## config.mk

```make
export PLATFORM = sky130hd
export DESIGN_NAME = source_byte_tokenizer_unit
export DESIGN_NICKNAME = d
export VERILOG_FILES = /design/src/sbt_pkg.sv /design/src/sbt_scan.sv /design/src/sbt_outq.sv /design/src/source_byte_tokenizer_unit.sv
export SDC_FILE = /design/constraint.sdc
export NUM_CORES = 1
export LEC_CHECK = 0
export BUFFER_PORTS_ARGS = -buffer_cell sky130_fd_sc_hd__buf_4
export CAP_MARGIN = 20
export CORE_MARGIN = 4
export CORE_UTILIZATION = 46
export CTS_CLUSTER_DIAMETER = 30
export DETAILED_ROUTE_END_ITERATION = 6
export PLACE_DENSITY_LB_ADDON = 0.3
export SLEW_MARGIN = 20
export SYNTH_ARGS = -nofsm -noshare
export SYNTH_HDL_FRONTEND = slang
export SYNTH_SLANG_ARGS = --single-unit
export TNS_END_PERCENT = 10
```

## constraint.sdc

```tcl
create_clock -name clk -period 4.7 [get_ports clk]
set_input_delay 0 -clock clk [delete_from_list [all_inputs] [get_ports clk]]
set_output_delay 0 -clock clk [all_outputs]
set_load 0.005 [all_outputs]
```

## src/sbt_pkg.sv

```systemverilog
// ---------------------------------------------------------------------------
// sbt_pkg: shared types and helpers of the source byte tokenizer
// Token record, scanner modes, token kinds and byte classification.
// ---------------------------------------------------------------------------
`default_nettype none

package sbt_pkg;

  localparam int unsigned POSITION_BITS_DEF     = 20;
  localparam int unsigned MAX_COMMENT_DEPTH_DEF = 255;
  localparam int unsigned TOK_POS_W             = 20;
  localparam int unsigned PREFIX_LEN            = 6;

  localparam logic [5:0] K_END   = 6'd0;
  localparam logic [5:0] K_IDENT = 6'd1;
  localparam logic [5:0] K_INT   = 6'd2;
  localparam logic [5:0] K_STR   = 6'd3;
  localparam logic [5:0] K_FN    = 6'd10;
  localparam logic [5:0] K_LET   = 6'd11;
  localparam logic [5:0] K_MUT   = 6'd12;
  localparam logic [5:0] K_IF    = 6'd13;
  localparam logic [5:0] K_ELSE  = 6'd14;
  localparam logic [5:0] K_WHILE = 6'd15;
  localparam logic [5:0] K_RET   = 6'd16;
  localparam logic [5:0] K_SLASH = 6'd32;
  localparam logic [5:0] K_NONE  = 6'd0;

  typedef enum logic [3:0] {
    M_NORMAL, M_SLASH, M_LINE, M_BLOCK, M_BLOCK_SLASH, M_BLOCK_STAR,
    M_ATTR, M_ZERO, M_DEC, M_HEX, M_WORD, M_STRING, M_OP
  } mode_t;

  typedef struct packed {
    logic [5:0]           kind;
    logic [31:0]          value;
    logic [TOK_POS_W-1:0] start;
    logic [TOK_POS_W-1:0] length;
    logic                 last;
  } token_t;

  function automatic logic dec_char(input logic [7:0] c);
    return (c >= "0") && (c <= "9");
  endfunction

  function automatic logic word_lead(input logic [7:0] c);
    return (c == "_") || ((c >= "a") && (c <= "z")) || ((c >= "A") && (c <= "Z"));
  endfunction

  function automatic logic word_char(input logic [7:0] c);
    return word_lead(c) || dec_char(c);
  endfunction

  function automatic logic hex_char(input logic [7:0] c);
    return dec_char(c) || ((c >= "a") && (c <= "f")) || ((c >= "A") && (c <= "F"));
  endfunction

  function automatic logic blank_char(input logic [7:0] c);
    return (c == " ") || (c == 8'd9) || (c == 8'd10) || (c == 8'd13);
  endfunction

  function automatic logic [3:0] hex_val(input logic [7:0] c);
    logic [7:0] t;
    if (c <= "9") t = c - "0";
    else if (c <= "F") t = c - "A" + 8'd10;
    else t = c - "a" + 8'd10;
    return t[3:0];
  endfunction

  function automatic logic [5:0] single_kind(input logic [7:0] c);
    logic [5:0] k;
    case (c)
      "(": k = 6'd20;
      ")": k = 6'd21;
      "{": k = 6'd22;
      "}": k = 6'd23;
      ",": k = 6'd24;
      ";": k = 6'd25;
      ":": k = 6'd26;
      "+": k = 6'd29;
      "*": k = 6'd31;
      "%": k = 6'd33;
      "^": k = 6'd42;
      default: k = K_NONE;
    endcase
    return k;
  endfunction

  // Expected second character of a two-character operator; zero when the
  // byte cannot lead one.
  function automatic logic [7:0] op_second(input logic [7:0] c);
    logic [7:0] s;
    case (c)
      "=", "!", "<", ">": s = "=";
      "-": s = ">";
      "&": s = "&";
      "|": s = "|";
      default: s = 8'd0;
    endcase
    return s;
  endfunction

  function automatic logic [5:0] op_one(input logic [7:0] c);
    logic [5:0] k;
    case (c)
      "=": k = 6'd28;
      "!": k = 6'd45;
      "<": k = 6'd36;
      ">": k = 6'd38;
      "-": k = 6'd30;
      "&": k = 6'd40;
      default: k = 6'd41;
    endcase
    return k;
  endfunction

  function automatic logic [5:0] op_two(input logic [7:0] c);
    logic [5:0] k;
    case (c)
      "=": k = 6'd34;
      "!": k = 6'd35;
      "<": k = 6'd37;
      ">": k = 6'd39;
      "-": k = 6'd27;
      "&": k = 6'd43;
      default: k = 6'd44;
    endcase
    return k;
  endfunction

  // Keyword lookup; byte 0 of the word sits in pre[7:0]. A length code of
  // seven stands for any word longer than six bytes.
  function automatic logic [5:0] kw_kind(input logic [47:0] pre, input logic [2:0] len);
    logic [5:0] k;
    k = K_IDENT;
    if (len == 3'd2 && pre[15:0] == {"n", "f"}) k = K_FN;
    if (len == 3'd3 && pre[23:0] == {"t", "e", "l"}) k = K_LET;
    if (len == 3'd3 && pre[23:0] == {"t", "u", "m"}) k = K_MUT;
    if (len == 3'd2 && pre[15:0] == {"f", "i"}) k = K_IF;
    if (len == 3'd4 && pre[31:0] == {"e", "s", "l", "e"}) k = K_ELSE;
    if (len == 3'd5 && pre[39:0] == {"e", "l", "i", "h", "w"}) k = K_WHILE;
    if (len == 3'd6 && pre[47:0] == {"n", "r", "u", "t", "e", "r"}) k = K_RET;
    return k;
  endfunction

endpackage

`default_nettype wire

```

## src/sbt_scan.sv

```systemverilog
// ---------------------------------------------------------------------------
// sbt_scan: scanner state and per-byte token logic
// Holds the scan state and forms up to two tokens for each accepted request.
// ---------------------------------------------------------------------------
`default_nettype none

module sbt_scan import sbt_pkg::*; #(
  parameter int unsigned POSITION_BITS     = POSITION_BITS_DEF,
  parameter int unsigned MAX_COMMENT_DEPTH = MAX_COMMENT_DEPTH_DEF
) (
  input  wire logic       clk,
  input  wire logic       rst_n,
  input  wire logic       take,
  input  wire logic [7:0] c,
  input  wire logic       eos,
  output token_t          tok0,
  output token_t          tok1,
  output logic [1:0]      tok_n
);

  localparam int unsigned PW = POSITION_BITS;
  localparam int unsigned DW = $clog2(MAX_COMMENT_DEPTH + 1);
  localparam logic [PW-1:0] POS_MAX = {PW{1'b1}};

  function automatic logic [PW-1:0] sat_inc(input logic [PW-1:0] v);
    return (v == POS_MAX) ? v : v + 1'b1;
  endfunction

  mode_t          mode_r, mode_nxt;
  logic [DW-1:0]  depth_r, depth_nxt;
  logic [PW-1:0]  pos_r, pos_nxt;
  logic [PW-1:0]  pstart_r, pstart_nxt;
  logic [PW-1:0]  plen_r, plen_nxt;
  logic [31:0]    acc_r, acc_nxt;
  logic [7:0]     pop_r, pop_nxt;
  logic [7:0]     pre_r [PREFIX_LEN];
  logic           pre_we;
  logic [2:0]     pre_idx;
  logic [47:0]    pre_flat;
  logic [2:0]     len_code;
  logic [5:0]     word_k;
  logic           do_norm, flush_v, norm_v;
  token_t         flush_tok, norm_tok;
  logic [PW-1:0]  endpos;

  always_comb begin
    for (int i = 0; i < PREFIX_LEN; i++) pre_flat[i*8 +: 8] = pre_r[i];
    len_code = (plen_r <= PW'(PREFIX_LEN)) ? plen_r[2:0] : 3'd7;
    word_k   = kw_kind(pre_flat, len_code);
  end

  always_comb begin
    mode_nxt   = mode_r;
    depth_nxt  = depth_r;
    pos_nxt    = pos_r;
    pstart_nxt = pstart_r;
    plen_nxt   = plen_r;
    acc_nxt    = acc_r;
    pop_nxt    = pop_r;
    pre_we     = 1'b0;
    pre_idx    = plen_r[2:0];
    do_norm    = 1'b0;
    flush_v    = 1'b0;
    norm_v     = 1'b0;
    flush_tok  = '0;
    norm_tok   = '0;
    endpos     = pos_r;
    if (take && eos) begin
      case (mode_r)
        M_SLASH: begin
          flush_v = 1'b1;
          flush_tok.kind = K_SLASH;
          flush_tok.start = TOK_POS_W'(pstart_r);
          flush_tok.length = TOK_POS_W'(1);
        end
        M_ZERO, M_DEC, M_HEX: begin
          flush_v = 1'b1;
          flush_tok.kind = K_INT;
          flush_tok.value = acc_r;
          flush_tok.start = TOK_POS_W'(pstart_r);
          flush_tok.length = TOK_POS_W'(plen_r);
        end
        M_WORD: begin
          flush_v = 1'b1;
          flush_tok.kind = word_k;
          flush_tok.start = TOK_POS_W'(pstart_r);
          flush_tok.length = TOK_POS_W'(plen_r);
        end
        M_STRING: begin
          flush_v = 1'b1;
          flush_tok.kind = K_STR;
          flush_tok.start = TOK_POS_W'(pstart_r);
          flush_tok.length = TOK_POS_W'(plen_r);
          endpos = sat_inc(pos_r);
        end
        M_OP: begin
          flush_v = 1'b1;
          flush_tok.kind = op_one(pop_r);
          flush_tok.start = TOK_POS_W'(pstart_r);
          flush_tok.length = TOK_POS_W'(1);
        end
        default: ;
      endcase
      norm_v = 1'b1;
      norm_tok.kind = K_END;
      norm_tok.start = TOK_POS_W'(endpos);
      mode_nxt   = M_NORMAL;
      depth_nxt  = '0;
      pos_nxt    = '0;
      pstart_nxt = '0;
      plen_nxt   = '0;
      acc_nxt    = '0;
      pop_nxt    = '0;
    end else if (take) begin
      case (mode_r)
        M_SLASH: begin
          if (c == "/") mode_nxt = M_LINE;
          else if (c == "*") begin
            depth_nxt = DW'(1);
            mode_nxt = M_BLOCK;
          end else begin
            flush_v = 1'b1;
            flush_tok.kind = K_SLASH;
            flush_tok.start = TOK_POS_W'(pstart_r);
            flush_tok.length = TOK_POS_W'(1);
            do_norm = 1'b1;
          end
        end
        M_LINE: if (c == 8'd10) mode_nxt = M_NORMAL;
        M_BLOCK, M_BLOCK_SLASH, M_BLOCK_STAR: begin
          if (mode_r == M_BLOCK_SLASH && c == "*") begin
            if (depth_r < DW'(MAX_COMMENT_DEPTH)) depth_nxt = depth_r + 1'b1;
            mode_nxt = M_BLOCK;
          end else if (mode_r == M_BLOCK_STAR && c == "/") begin
            if (depth_r != '0) depth_nxt = depth_r - 1'b1;
            mode_nxt = (depth_nxt == '0) ? M_NORMAL : M_BLOCK;
          end else if (c == "/") mode_nxt = M_BLOCK_SLASH;
          else if (c == "*") mode_nxt = M_BLOCK_STAR;
          else mode_nxt = M_BLOCK;
        end
        M_ATTR: if (!word_char(c)) do_norm = 1'b1;
        M_ZERO, M_DEC: begin
          if (mode_r == M_ZERO && c == "x") begin
            mode_nxt = M_HEX;
            plen_nxt = sat_inc(plen_r);
          end else if (dec_char(c)) begin
            mode_nxt = M_DEC;
            acc_nxt = (acc_r << 3) + (acc_r << 1) + {28'd0, c[3:0]};
            plen_nxt = sat_inc(plen_r);
          end else begin
            flush_v = 1'b1;
            flush_tok.kind = K_INT;
            flush_tok.value = acc_r;
            flush_tok.start = TOK_POS_W'(pstart_r);
            flush_tok.length = TOK_POS_W'(plen_r);
            do_norm = 1'b1;
          end
        end
        M_HEX: begin
          if (hex_char(c)) begin
            acc_nxt = {acc_r[27:0], hex_val(c)};
            plen_nxt = sat_inc(plen_r);
          end else begin
            flush_v = 1'b1;
            flush_tok.kind = K_INT;
            flush_tok.value = acc_r;
            flush_tok.start = TOK_POS_W'(pstart_r);
            flush_tok.length = TOK_POS_W'(plen_r);
            do_norm = 1'b1;
          end
        end
        M_WORD: begin
          if (word_char(c)) begin
            pre_we = (plen_r < PW'(PREFIX_LEN));
            plen_nxt = sat_inc(plen_r);
          end else begin
            flush_v = 1'b1;
            flush_tok.kind = word_k;
            flush_tok.start = TOK_POS_W'(pstart_r);
            flush_tok.length = TOK_POS_W'(plen_r);
            do_norm = 1'b1;
          end
        end
        M_STRING: begin
          if (c == "\"") begin
            flush_v = 1'b1;
            flush_tok.kind = K_STR;
            flush_tok.start = TOK_POS_W'(pstart_r);
            flush_tok.length = TOK_POS_W'(plen_r);
            mode_nxt = M_NORMAL;
          end else plen_nxt = sat_inc(plen_r);
        end
        M_OP: begin
          flush_v = 1'b1;
          flush_tok.start = TOK_POS_W'(pstart_r);
          if (c == op_second(pop_r)) begin
            flush_tok.kind = op_two(pop_r);
            flush_tok.length = TOK_POS_W'(2);
            mode_nxt = M_NORMAL;
          end else begin
            flush_tok.kind = op_one(pop_r);
            flush_tok.length = TOK_POS_W'(1);
            do_norm = 1'b1;
          end
        end
        default: do_norm = 1'b1;
      endcase
      // The byte that ended a pending token starts over in normal mode.
      if (do_norm) begin
        mode_nxt = M_NORMAL;
        if (blank_char(c)) begin
        end else if (c == "/") begin
          mode_nxt = M_SLASH;
          pstart_nxt = pos_r;
        end else if (c == "@") begin
          mode_nxt = M_ATTR;
        end else if (dec_char(c)) begin
          mode_nxt = (c == "0") ? M_ZERO : M_DEC;
          pstart_nxt = pos_r;
          plen_nxt = PW'(1);
          acc_nxt = {28'd0, c[3:0]};
        end else if (word_lead(c)) begin
          mode_nxt = M_WORD;
          pstart_nxt = pos_r;
          plen_nxt = PW'(1);
          pre_we = 1'b1;
          pre_idx = 3'd0;
        end else if (c == "\"") begin
          mode_nxt = M_STRING;
          pstart_nxt = sat_inc(pos_r);
          plen_nxt = '0;
        end else if (op_second(c) != 8'd0) begin
          mode_nxt = M_OP;
          pop_nxt = c;
          pstart_nxt = pos_r;
        end else if (single_kind(c) != K_NONE) begin
          norm_v = 1'b1;
          norm_tok.kind = single_kind(c);
          norm_tok.start = TOK_POS_W'(pos_r);
          norm_tok.length = TOK_POS_W'(1);
        end
      end
      pos_nxt = sat_inc(pos_r);
    end
  end

  // Flushed token first, then the one the current byte makes.
  always_comb begin
    tok0 = flush_v ? flush_tok : norm_tok;
    tok1 = norm_tok;
    tok_n = {1'b0, flush_v} + {1'b0, norm_v};
    tok0.last = (tok_n == 2'd1);
    tok1.last = 1'b1;
  end

  always_ff @(posedge clk) begin
    if (!rst_n) begin
      mode_r   <= M_NORMAL;
      depth_r  <= '0;
      pos_r    <= '0;
      pstart_r <= '0;
      plen_r   <= '0;
      acc_r    <= '0;
      pop_r    <= '0;
    end else begin
      mode_r   <= mode_nxt;
      depth_r  <= depth_nxt;
      pos_r    <= pos_nxt;
      pstart_r <= pstart_nxt;
      plen_r   <= plen_nxt;
      acc_r    <= acc_nxt;
      pop_r    <= pop_nxt;
    end
  end

  always_ff @(posedge clk) begin
    if (pre_we && pre_idx < 3'(PREFIX_LEN)) pre_r[pre_idx] <= c;
  end

endmodule

`default_nettype wire

```

## src/sbt_outq.sv

```systemverilog
// ---------------------------------------------------------------------------
// sbt_outq: result token queue
// Four-entry queue that takes up to two tokens a cycle and gives one.
// ---------------------------------------------------------------------------
`default_nettype none

module sbt_outq import sbt_pkg::*; (
  input  wire logic       clk,
  input  wire logic       rst_n,
  input  wire token_t     tok0,
  input  wire token_t     tok1,
  input  wire logic [1:0] push_n,
  input  wire logic       pop,
  output token_t          head,
  output logic [2:0]      count
);

  token_t     mem [4];
  logic [1:0] wr_r, rd_r;
  logic [2:0] cnt_r;

  assign head  = mem[rd_r];
  assign count = cnt_r;

  always_ff @(posedge clk) begin
    if (push_n != 2'd0) mem[wr_r] <= tok0;
    if (push_n == 2'd2) mem[wr_r + 2'd1] <= tok1;
  end

  always_ff @(posedge clk) begin
    if (!rst_n) begin
      wr_r  <= '0;
      rd_r  <= '0;
      cnt_r <= '0;
    end else begin
      wr_r  <= wr_r + push_n;
      rd_r  <= rd_r + {1'b0, pop};
      cnt_r <= cnt_r + {1'b0, push_n} - {2'b0, pop};
    end
  end

endmodule

`default_nettype wire

```

## src/source_byte_tokenizer_unit.sv

```systemverilog
// ---------------------------------------------------------------------------
// source_byte_tokenizer_unit: streaming lexer top level
// A token is queued by the request that completes it and is output once the
// tokens before it are taken. Throughput: one byte request per cycle while
// the result queue has room for two tokens; the single output port gives one
// token a cycle unless stalled, and so paces bursts of two-token requests.
// Reset: synchronous active-low rst_n returns the scanner to normal mode at
// position zero and empties the result queue.
// ---------------------------------------------------------------------------
`default_nettype none

module source_byte_tokenizer_unit import sbt_pkg::*; #(
  parameter int unsigned POSITION_BITS     = POSITION_BITS_DEF,
  parameter int unsigned MAX_COMMENT_DEPTH = MAX_COMMENT_DEPTH_DEF
) (
  input  wire logic                  clk,
  input  wire logic                  rst_n,
  input  wire logic                  in_valid,
  output logic                       in_stall,
  input  wire logic [7:0]            in_source_byte,
  input  wire logic                  in_end_of_source,
  output logic                       out_valid,
  input  wire logic                  out_stall,
  output logic [5:0]                 out_token_kind,
  output logic signed [31:0]         out_token_value,
  output logic [TOK_POS_W-1:0]       out_token_start,
  output logic [TOK_POS_W-1:0]       out_token_length,
  output logic                       out_last_of_item
);

  token_t     tok0, tok1, head;
  logic [1:0] tok_n;
  logic [2:0] count;
  logic       take, pop;

  // A request is taken only when the queue can absorb the two tokens that
  // the worst-case byte produces, so no token is ever dropped.
  assign in_stall  = (count > 3'd2);
  assign take      = in_valid && !in_stall;
  assign out_valid = (count != 3'd0);
  assign pop       = out_valid && !out_stall;

  sbt_scan #(
    .POSITION_BITS     (POSITION_BITS),
    .MAX_COMMENT_DEPTH (MAX_COMMENT_DEPTH)
  ) u_scan (
    .clk   (clk),
    .rst_n (rst_n),
    .take  (take),
    .c     (in_source_byte),
    .eos   (in_end_of_source),
    .tok0  (tok0),
    .tok1  (tok1),
    .tok_n (tok_n)
  );

  sbt_outq u_outq (
    .clk    (clk),
    .rst_n  (rst_n),
    .tok0   (tok0),
    .tok1   (tok1),
    .push_n (take ? tok_n : 2'd0),
    .pop    (pop),
    .head   (head),
    .count  (count)
  );

  assign out_token_kind   = head.kind;
  assign out_token_value  = head.value;
  assign out_token_start  = head.start;
  assign out_token_length = head.length;
  assign out_last_of_item = head.last;

  // The queue never holds more than its four entries.
  a_cnt_bound: assert property (@(posedge clk) disable iff (!rst_n) count <= 3'd4)
    else $error("result queue overflow");

  // Closing the source always yields at least the end token.
  a_eos_tok: assert property (@(posedge clk) disable iff (!rst_n)
    (take && in_end_of_source) |-> (tok_n != 2'd0))
    else $error("close request produced no token");

  // Taking the last queued token with nothing pushed empties the output.
  a_drain: assert property (@(posedge clk) disable iff (!rst_n)
    (pop && count == 3'd1 && !(take && tok_n != 2'd0)) |=> !out_valid)
    else $error("output valid after draining last token");

endmodule

`default_nettype wire

```

==> results of run 1 <==
through the flow:
| step | hold slack (ns) | instances | setup TNS (ns) | worst slack (ns) | cell area, µm² |
|---|---|---|---|---|---|
| after floorplan | 0.0989 | 2622 | 0 | 0.0279 | 25700 |
| after global placement | 0.356 | 3373 | -0.0235 | -0.0235 | 27600 |
| after detailed placement | 0.352 | 3373 | -0.0542 | -0.0542 | 27600 |
| after CTS | 0.0780 | 3569 | 0 | 0.0526 | 31200 |
| after global routing | 0.158 | 3572 | -2.54 | -0.0991 | 31300 |
| final | 0.126 | 3572 | 0 | 0.0354 | 31300 |
cell usage after synthesis, drive strengths merged (31+ instances only):
library cell / number / area [µm²]
a211oi: 32 / 250
a21o: 34 / 255
a21oi: 136 / 688
a22o: 218 / 1910
and3: 31 / 194
buf: 32 / 155
clkbuf: 173 / 649
dfxtp: 327 / 6550
edfxtp: 156 / 4680
ha: 75 / 938
inv: 43 / 161
mux4: 79 / 1780
nand2: 249 / 935
nand3: 77 / 385
nor2: 193 / 724
nor3: 46 / 253
o21ai: 188 / 941
o22ai: 54 / 344
cell usage in the layout (no fill, tap or decap), types with 13 or more instances in the layout:
cell	n
ha_1	74
o22ai_1	52
nor2b_1	18
and3_1	31
xnor2_1	29
inv_1	41
and2_1	20
clkinvlp_4	17
clkbuf_16	102
nand2_1	246
nor2_1	184
nand4_1	29
a21o_1	34
buf_12	17
buf_4	190
edfxtp_1	156
a211oi_1	30
nand2b_1	29
dfxtp_1	325
a21oi_1	133
o21ai_0	176
a22oi_1	19
clkbuf_1	13
mux4_2	79
nand3_1	77
mux2i_1	25
a31oi_1	29
nor3_1	42
or3_1	25
a22o_1	218
xor2_1	27
o211ai_1	14
power by group through the flow:
| stage | clock, W | combinational (W) | sequential [W] |
|---|---|---|---|
| floorplan | 0 | 0.00188 | 0.00463 |
| global placement | 0 | 0.00284 | 0.00480 |
| detailed placement | 0 | 0.00286 | 0.00481 |
| CTS | 0.00716 | 0.00289 | 0.00473 |
| global route | 0.00738 | 0.00315 | 0.00476 |
| finish | 0.00709 | 0.00294 | 0.00474 |
worst register-to-register path: stages, from the launching register on:
cell	delay, ns
dfxtp_1	0.36
or3b_4	0.42
a2111oi_4	0.37
xnor2_1	0.10
a2111o_1	0.45
o31ai_4	0.37
a31oi_4	0.12
and2_1	0.18
a31oi_1	0.25
nor2_2	0.10
ha_1	0.36
buf_4	0.17
o21ai_0	0.32
buf_4	0.19
nor2_1	0.07
a21oi_1	0.18
buf_6	0.27
o22ai_1	0.13
state kept, by name (all words and copies together), names as in the netlist:
name             cells
u_outq.wr_r          2
u_outq.mem         316
u_scan.pop_r         8
u_outq.count         3
u_scan.mode_r        4
u_scan.pre_r        48
u_scan.acc_r        32
u_scan.pstart_r     20
u_scan.pos_r        20
u_scan.plen_r       20
u_scan.depth_r       8
u_outq.rd_r          2
final cells by class:
type	count	area [µm²]
sequential	483	11200
multi-input combinational	1890	13600
inverter	44	173
tap	748	936
timing repair buffer	223	1930
clock buffer	124	2730
clock inverter	60	754
fill	4724	23800
repair_timing:
action / in CTS / in global routing
hold buffers: 12 / 0
gates cloned: 0 / 0
pin swaps: 0 / 5
resized for setup: 2 / 16
buffers inserted: 0 / 2
endpoints found under the setup margin: 1 / 161
endpoints found under the hold margin: 73 / 0
per-layer routing:
| layer | global-route usage | part of all wire | wire length (µm) |
|---|---|---|---|
| met5 | 0 | 0.000086 | 7 |
| met4 | 0.0916 | 0.030 | 2440 |
| met3 | 0.0572 | 0.090 | 7330 |
| met2 | 0.405 | 0.44 | 36300 |
| met1 | 0.379 | 0.44 | 35700 |
worst max-delay path by stage:
stage / startpoint / end / cells past startpoint
final: u_scan.pop_r[1] / u_outq.mem[3][75] / 17
after global routing: u_scan.pop_r[1] / u_outq.mem[3][77] / 17
after CTS: u_scan.pop_r[1] / u_outq.count[2] / 19
after detailed placement: u_scan.pop_r[1] / u_outq.count[2] / 19
after global placement: u_scan.pop_r[1] / u_outq.count[2] / 19
after floorplan: u_scan.pop_r[3] / u_outq.mem[3][1] / 15
cell families after synthesis:
| family | Yosys count |
|---|---|
| adders and majority gates | 78 |
| buffers and inverters | 249 |
| AOI/OAI and AO/OA | 844 |
| xor gates and xnor gates | 57 |
| muxes | 108 |
| and+or+nand+nor | 803 |
| DFF | 483 |
==> flow_summary.ini, run 1 <==
[sta]
setup-violations-final = 0
timing.clock.skew_ns = 0.0584
rsz0062_at_grt = true
report.final.hold_viol_count = 0
maxSlewHeadroom = 0.309
final-max-slew-violation-count = 0
max_slew.worst_pin.slew_ns = 1.04
max_clock_freq_ghz = 0.214
final_period_minus_worst_setup_slack_ns = 4.66
min_period_over_period = 0.992

[worst_setup_path]
timing.critical_path.mode_cell = buf_4
setup.reg_to_reg.worst_slack_ns = 0.04
worstSetupEndpointType = flop
start_kind = flop
critical_path_buf_inv_count = 3
cp.arrival_ns = 5.02
critical_path.slowest_cell = a2111o_1
critical-path-max-stage-delay_ns = 0.45
critical_path.cell_chain = or3b_4, a2111oi_4, xnor2_1, a2111o_1, o31ai_4, a31oi_4, and2_1, a31oi_1, nor2_2, ha_1, buf_4, o21ai_0, buf_4, nor2_1, a21oi_1, buf_6, o22ai_1
worst_r2r_endpoint = u_outq.mem[3][75]
crit_path_max_fanout = 21
ff2ff_path_depth = 17
cp.required_ns = 5.06
worst-setup-path-type = reg -> reg
worst_r2r_startpoint = u_scan.pop_r[1]
family_with_the_most_delay_on_the_worst_path = compound AO/OA/AOI/OAI gates

[logic_synthesis]
yosysWarningCount = 0
post_synth_num_cell_types = 91
synth-xor-area-share = 0.0195
synth_compound_area_frac = 0.231
synth.ff_latch_count = 483
synth_top_family_by_area = compound AO/OA/AOI/OAI gates
synth_edf_count = 156
yosys.area_share.simple = 0.154
ys.flop_type = dfxtp_1
post_synth_mux_area_share = 0.0809
netlist_instances = 2622
mappedNetlistArea_um2 = 25600
yosysSeqAreaShare = 0.438
post_synth_fa_ha_maj_area_fraction = 0.0389
synth_nets = 2713
syn_avg_cell_area_um2 = 9.78
asyncSetResetFlopFracSynth = 0

[clock_tree]
clk-insertion-delay-late_ns = 0.66
cts-root-buf = clkbuf_16
clock_sinks = 483
tritoncts = built
tritoncts.num_buffers = 99
clock_path_buffers = 3
cts_h_tree_depth = 3
path_clk_slew_ns = 0.05

[floorplan]
dieWidth_um = 244
start_util = 0.465
core_region_um2 = 55100
die-area_um2 = 59600
core.rowCount = 86
dieHeight_um = 244
top_level_ports = 94

[detailed_routing]
drc = 0
drt.antenna.violating_nets = 0
vias = 22900
avg_wl_per_cell_um = 22.9
first_iter_violations = 2397
totalWireLength_um = 81700
firstDrtPassIters = 5
routed_via_density = 6.42

[final_layout]
layout.nets = 2832
diodes = 0
layout-drive-gt1-share = 0.184
areaGrowthSynthToFinish_pct = 22.2
layout.core_utilization = 0.569

[power]
leakage_nw = 11.7
p_int_w = 0.0103
clock_network_power_share = 0.480
ir_drop_mv = 0.414
power.sequential.fraction = 0.321
power.density_cell_area_nw_per_um2 = 471
totalPowerFinal_w = 0.0148
sw_frac_of_total = 0.303
power.switching_w = 0.00448
share_comb_of_total_power = 0.199

[grt]
grt.total_usage = 0.267
grt_max_degree = 62
wire_length_of_the_first_global_routing_pass_um = 128000
globalRouteOverflowTotal = 0
vias_in_the_first_global_route = 22400
grt_antenna_before_repair = 1

[hold_path]
hold_path_depth = 5
hp_class = in -> reg
holdCritStartpoint = in_valid
hold_path_end = u_scan.pos_r[19]

[place]
port_buffers = 93
hpwl_um = 54300
routabilityCongestion = 0.971

[outcome]
run_status = complete, no violations

[flow_run]
cap_violations = 0
(Power assumes the default switching activity.)
==> run 2, diff against run 1 <==
--- a/config.mk
+++ b/config.mk
@@ -11,9 +11,11 @@
 export CORE_UTILIZATION = 46
 export CTS_CLUSTER_DIAMETER = 30
 export DETAILED_ROUTE_END_ITERATION = 6
+export MAX_ROUTING_LAYER = met4
 export PLACE_DENSITY_LB_ADDON = 0.3
 export SLEW_MARGIN = 20
 export SYNTH_ARGS = -nofsm -noshare
 export SYNTH_HDL_FRONTEND = slang
+export SYNTH_HIERARCHICAL = 1
 export SYNTH_SLANG_ARGS = --single-unit
 export TNS_END_PERCENT = 10
==> constraint.sdc (replaced) <==
create_clock -name clk -period 4.7 [get_ports clk]
set_input_delay 0.94 -clock clk [delete_from_list [all_inputs] [get_ports clk]]
set_output_delay 0.94 -clock clk [all_outputs]
set_load 0.005 [all_outputs]
==> run 2 against run 1 <==
  * Power is 5.8% higher
  * Sequential power is 5.7% higher
  * Routed wire length is 3.9% lower
  * Clock-buffer cell count is 4 higher
  * Hold slack better by 0.33 ns
  * Via count is 6.7% lower
  * Register-to-register slack better by 0.19 ns
  * Fmax is 4.2% higher
  * Sequential cell count stayed put
  * Critical path type unchanged
  * Highest routed layer is now met4
==> flow_summary.ini, run 2 <==
[place]
place_area_um2 = 31700
placement_stage_worst_setup_slack_ns = -0.396
cell_count_after_placement = 3455
port_buffers = 93
hpwl_um = 54500
routabilityCongestion = 0.952

[worst_setup_path]
setup.reg_to_reg.worst_slack_ns = 0.22
cp.required_ns = 5.23
start_kind = flop
ff2ff_path_depth = 20
worst_r2r_endpoint = u_outq/count[2]
worst-setup-path-type = reg -> reg
crit_path_max_fanout = 12
cp.arrival_ns = 5.01
worstSetupEndpointType = flop
worst_r2r_startpoint = u_scan/pop_r[3]
worstSetupStartpoint = u_scan/pop_r[3]

[sta]
min_period_over_period = 0.952
final_period_minus_worst_setup_slack_ns = 4.48
setup-violations-final = 0
final-max-slew-violation-count = 0
max_clock_freq_ghz = 0.223
max_slew.worst_pin.slew_ns = 1.04
holdWs_ns = 0.454
maxSlewHeadroom = 0.304
timing.clock.skew_ns = 0.0223
rsz0062_at_grt = false
final_critical_path_setup_slack_ns = 0.224
report.final.hold_viol_count = 0

[floorplan]
start_util = 0.464
core.rowCount = 91
top_level_ports = 94
dieWidth_um = 257
die-area_um2 = 66200
core_region_um2 = 61600
dieHeight_um = 257

[logic_synthesis]
post-synth-top-count-cell = edfxtp_1
synth.largest_area_cell = edfxtp_1
ys.flop_type = edfxtp_1
yosysWarningCount = 6
synth_edf_count = 364
yosysSeqAreaShare = 0.465
synth.top_cells.by_count = 364 x edfxtp_1, 315 x mux2_2, 172 x nor2_1, 164 x nand2_1, 119 x dfxtp_1
netlist_instances = 2467
post_synth_num_cell_types = 106
asyncSetResetFlopFracSynth = 0
syn_avg_cell_area_um2 = 11.6
synth.ff_latch_count = 483
mappedNetlistArea_um2 = 28600
synthDominantCellAreaShare = 0.382
leading_cell_types_by_total_area_after_synthesis = edfxtp_1 38%, mux2_2 12%, dfxtp_1 8.3%

[clock_tree]
tritoncts = built
tritoncts.num_buffers = 100
cts_hold_buf = 0
clock_path_buffers = 3
clk-insertion-delay-late_ns = 0.65
cts-root-buf = clkbuf_16
cts_h_tree_depth = 3
path_clk_slew_ns = 0.05
clock_sinks = 483

[flow_run]
cap_violations = 0

[power]
ir_drop_mv = 0.283
leakage_nw = 13.2
power.density_cell_area_nw_per_um2 = 445

[grt]
wire_length_of_the_first_global_routing_pass_um = 123000
grt.total_usage = 0.239
globalRouteOverflowTotal = 0
grt_max_degree = 59
vias_in_the_first_global_route = 21500
grt_antenna_before_repair = 1

[detailed_routing]
vias = 21400
avg_wl_per_cell_um = 21.6
totalWireLength_um = 78500
routed_via_density = 5.87
drc = 0
first_iter_violations = 2161
firstDrtPassIters = 6
drt.antenna.violating_nets = 0

[hold_path]
holdCritStartpoint = u_scan/pop_r[5]
hold_path_depth = 2
hp_class = reg -> reg
hold_path_end = u_scan/pop_r[5]

[final_layout]
num-fill-cells = 4988
largest_register = u_outq/mem
layout.core_utilization = 0.571
area_of_the_multi_input_gates_um2 = 14400
final_design_area_no_fill_um2 = 35200
fin_cells = 3643
layout_common_cells = 364 x edfxtp_1, 315 x mux2_2, 279 x buf_4
layout.nets = 2811
layout-drive-gt1-share = 0.334
areaGrowthSynthToFinish_pct = 22.9
largest_register_ff_count = 316
ff_latch_area_um2 = 13300
diodes = 0
registers_with_the_highest_flip_flop_counts = u_outq/mem (316), u_scan/pre_r (48), u_scan/acc_r (32)
layout_commonest_cell = edfxtp_1

[outcome]
run_status = complete, no violations
[run 2: cell count changes after synthesis, sizes merged, moves of 62 or more]
cell and delta:
mux2 +321, a22o -216, dfxtp -208, edfxtp +208, buf +92, clkbuf -87, nand2 -84, o21ai -62
[run 2: metal layers]
layer | routed length [µm] | part of all wire | GRT usage | vias to the layer above
li1 | - | - | - | 9905
met1 | 34400 | 0.44 | 0.320 | 10600
met2 | 38100 | 0.48 | 0.387 | 759
met3 | 4470 | 0.057 | 0.0314 | 123
met4 | 1600 | 0.020 | 0.0656 | 0
met5 | 0 | 0 | - | -
[run 2: how the worst max path moves through the flow]
| stage | slack, ns | depth (start not counted) | to |
|---|---|---|---|
| after floorplan | -1.43 | 19 | u_outq/mem[0][0] |
| after global placement | -0.40 | 22 | u_outq/count[2] |
| after detailed placement | -0.40 | 22 | u_outq/count[2] |
| after CTS | 0.09 | 15 | u_outq/mem[0][3] |
| after global routing | 0.04 | 22 | u_outq/count[2] |
| final | 0.22 | 20 | u_outq/count[2] |
[run 2: worst max-delay path, cell delays in order (launching register included)]
cell and delay (ns):
dfxtp_2 0.44, or3_1 0.21, a21oi_4 0.09, o21a_1 0.26, or4_4 0.44, a2111oi_4 0.36
buf_4 0.19, o21ai_4 0.05, and3_4 0.16, nand3b_1 0.10, a21oi_1 0.09, ha_1 0.34
and4b_4 0.36, inv_1 0.07, ha_1 0.28, inv_1 0.06, ha_1 0.13, inv_1 0.05
fa_1 0.37, xnor3_1 0.17, and2_1 0.15
[run 2: metrics by stage]
step / total power, W / TNS [ns]
final: 0.0156 / 0
after global routing: 0.0163 / 0
after CTS: 0.0157 / 0
after detailed placement: 0.00851 / -155.86
after global placement: 0.00846 / -125.98
after floorplan: 0.00719 / -324.67
[run 2: power breakdown]
group	leakage, nW	switching [W]	internal (W)
registers	4.24	0.000168	0.00485
clock network	1.68	0.00232	0.00486
logic	7.24	0.00187	0.00157
[run 2: cell type report]
type,instances,share of cell area
Sequential cell,483,0.379
Clock inverter,60,0.0218
Timing Repair Buffer,311,0.0778
Tap cell,837,0.0298
Multi-Input combinational cell,1790,0.410
Clock buffer,128,0.0774
Inverter,34,0.00438
[run 2: cells by family after synthesis]
| logic type | Yosys count | share of synthesized area |
|---|---|---|
| DFF | 483 | 0.465 |
| xor gates and xnor gates | 63 | 0.0203 |
| other | 2 | 0.000263 |
| muxes | 422 | 0.196 |
| AOI/OAI and AO/OA | 491 | 0.114 |
| and+or+nand+nor | 684 | 0.124 |
| adders and majority gates | 78 | 0.0349 |
| buffers and inverters | 244 | 0.0440 |
[run 2: timing repair]
item,4_1_cts,5_1_grt
buffers inserted,0,0
gates resized for setup,0,7
setup endpoints to repair,0,171
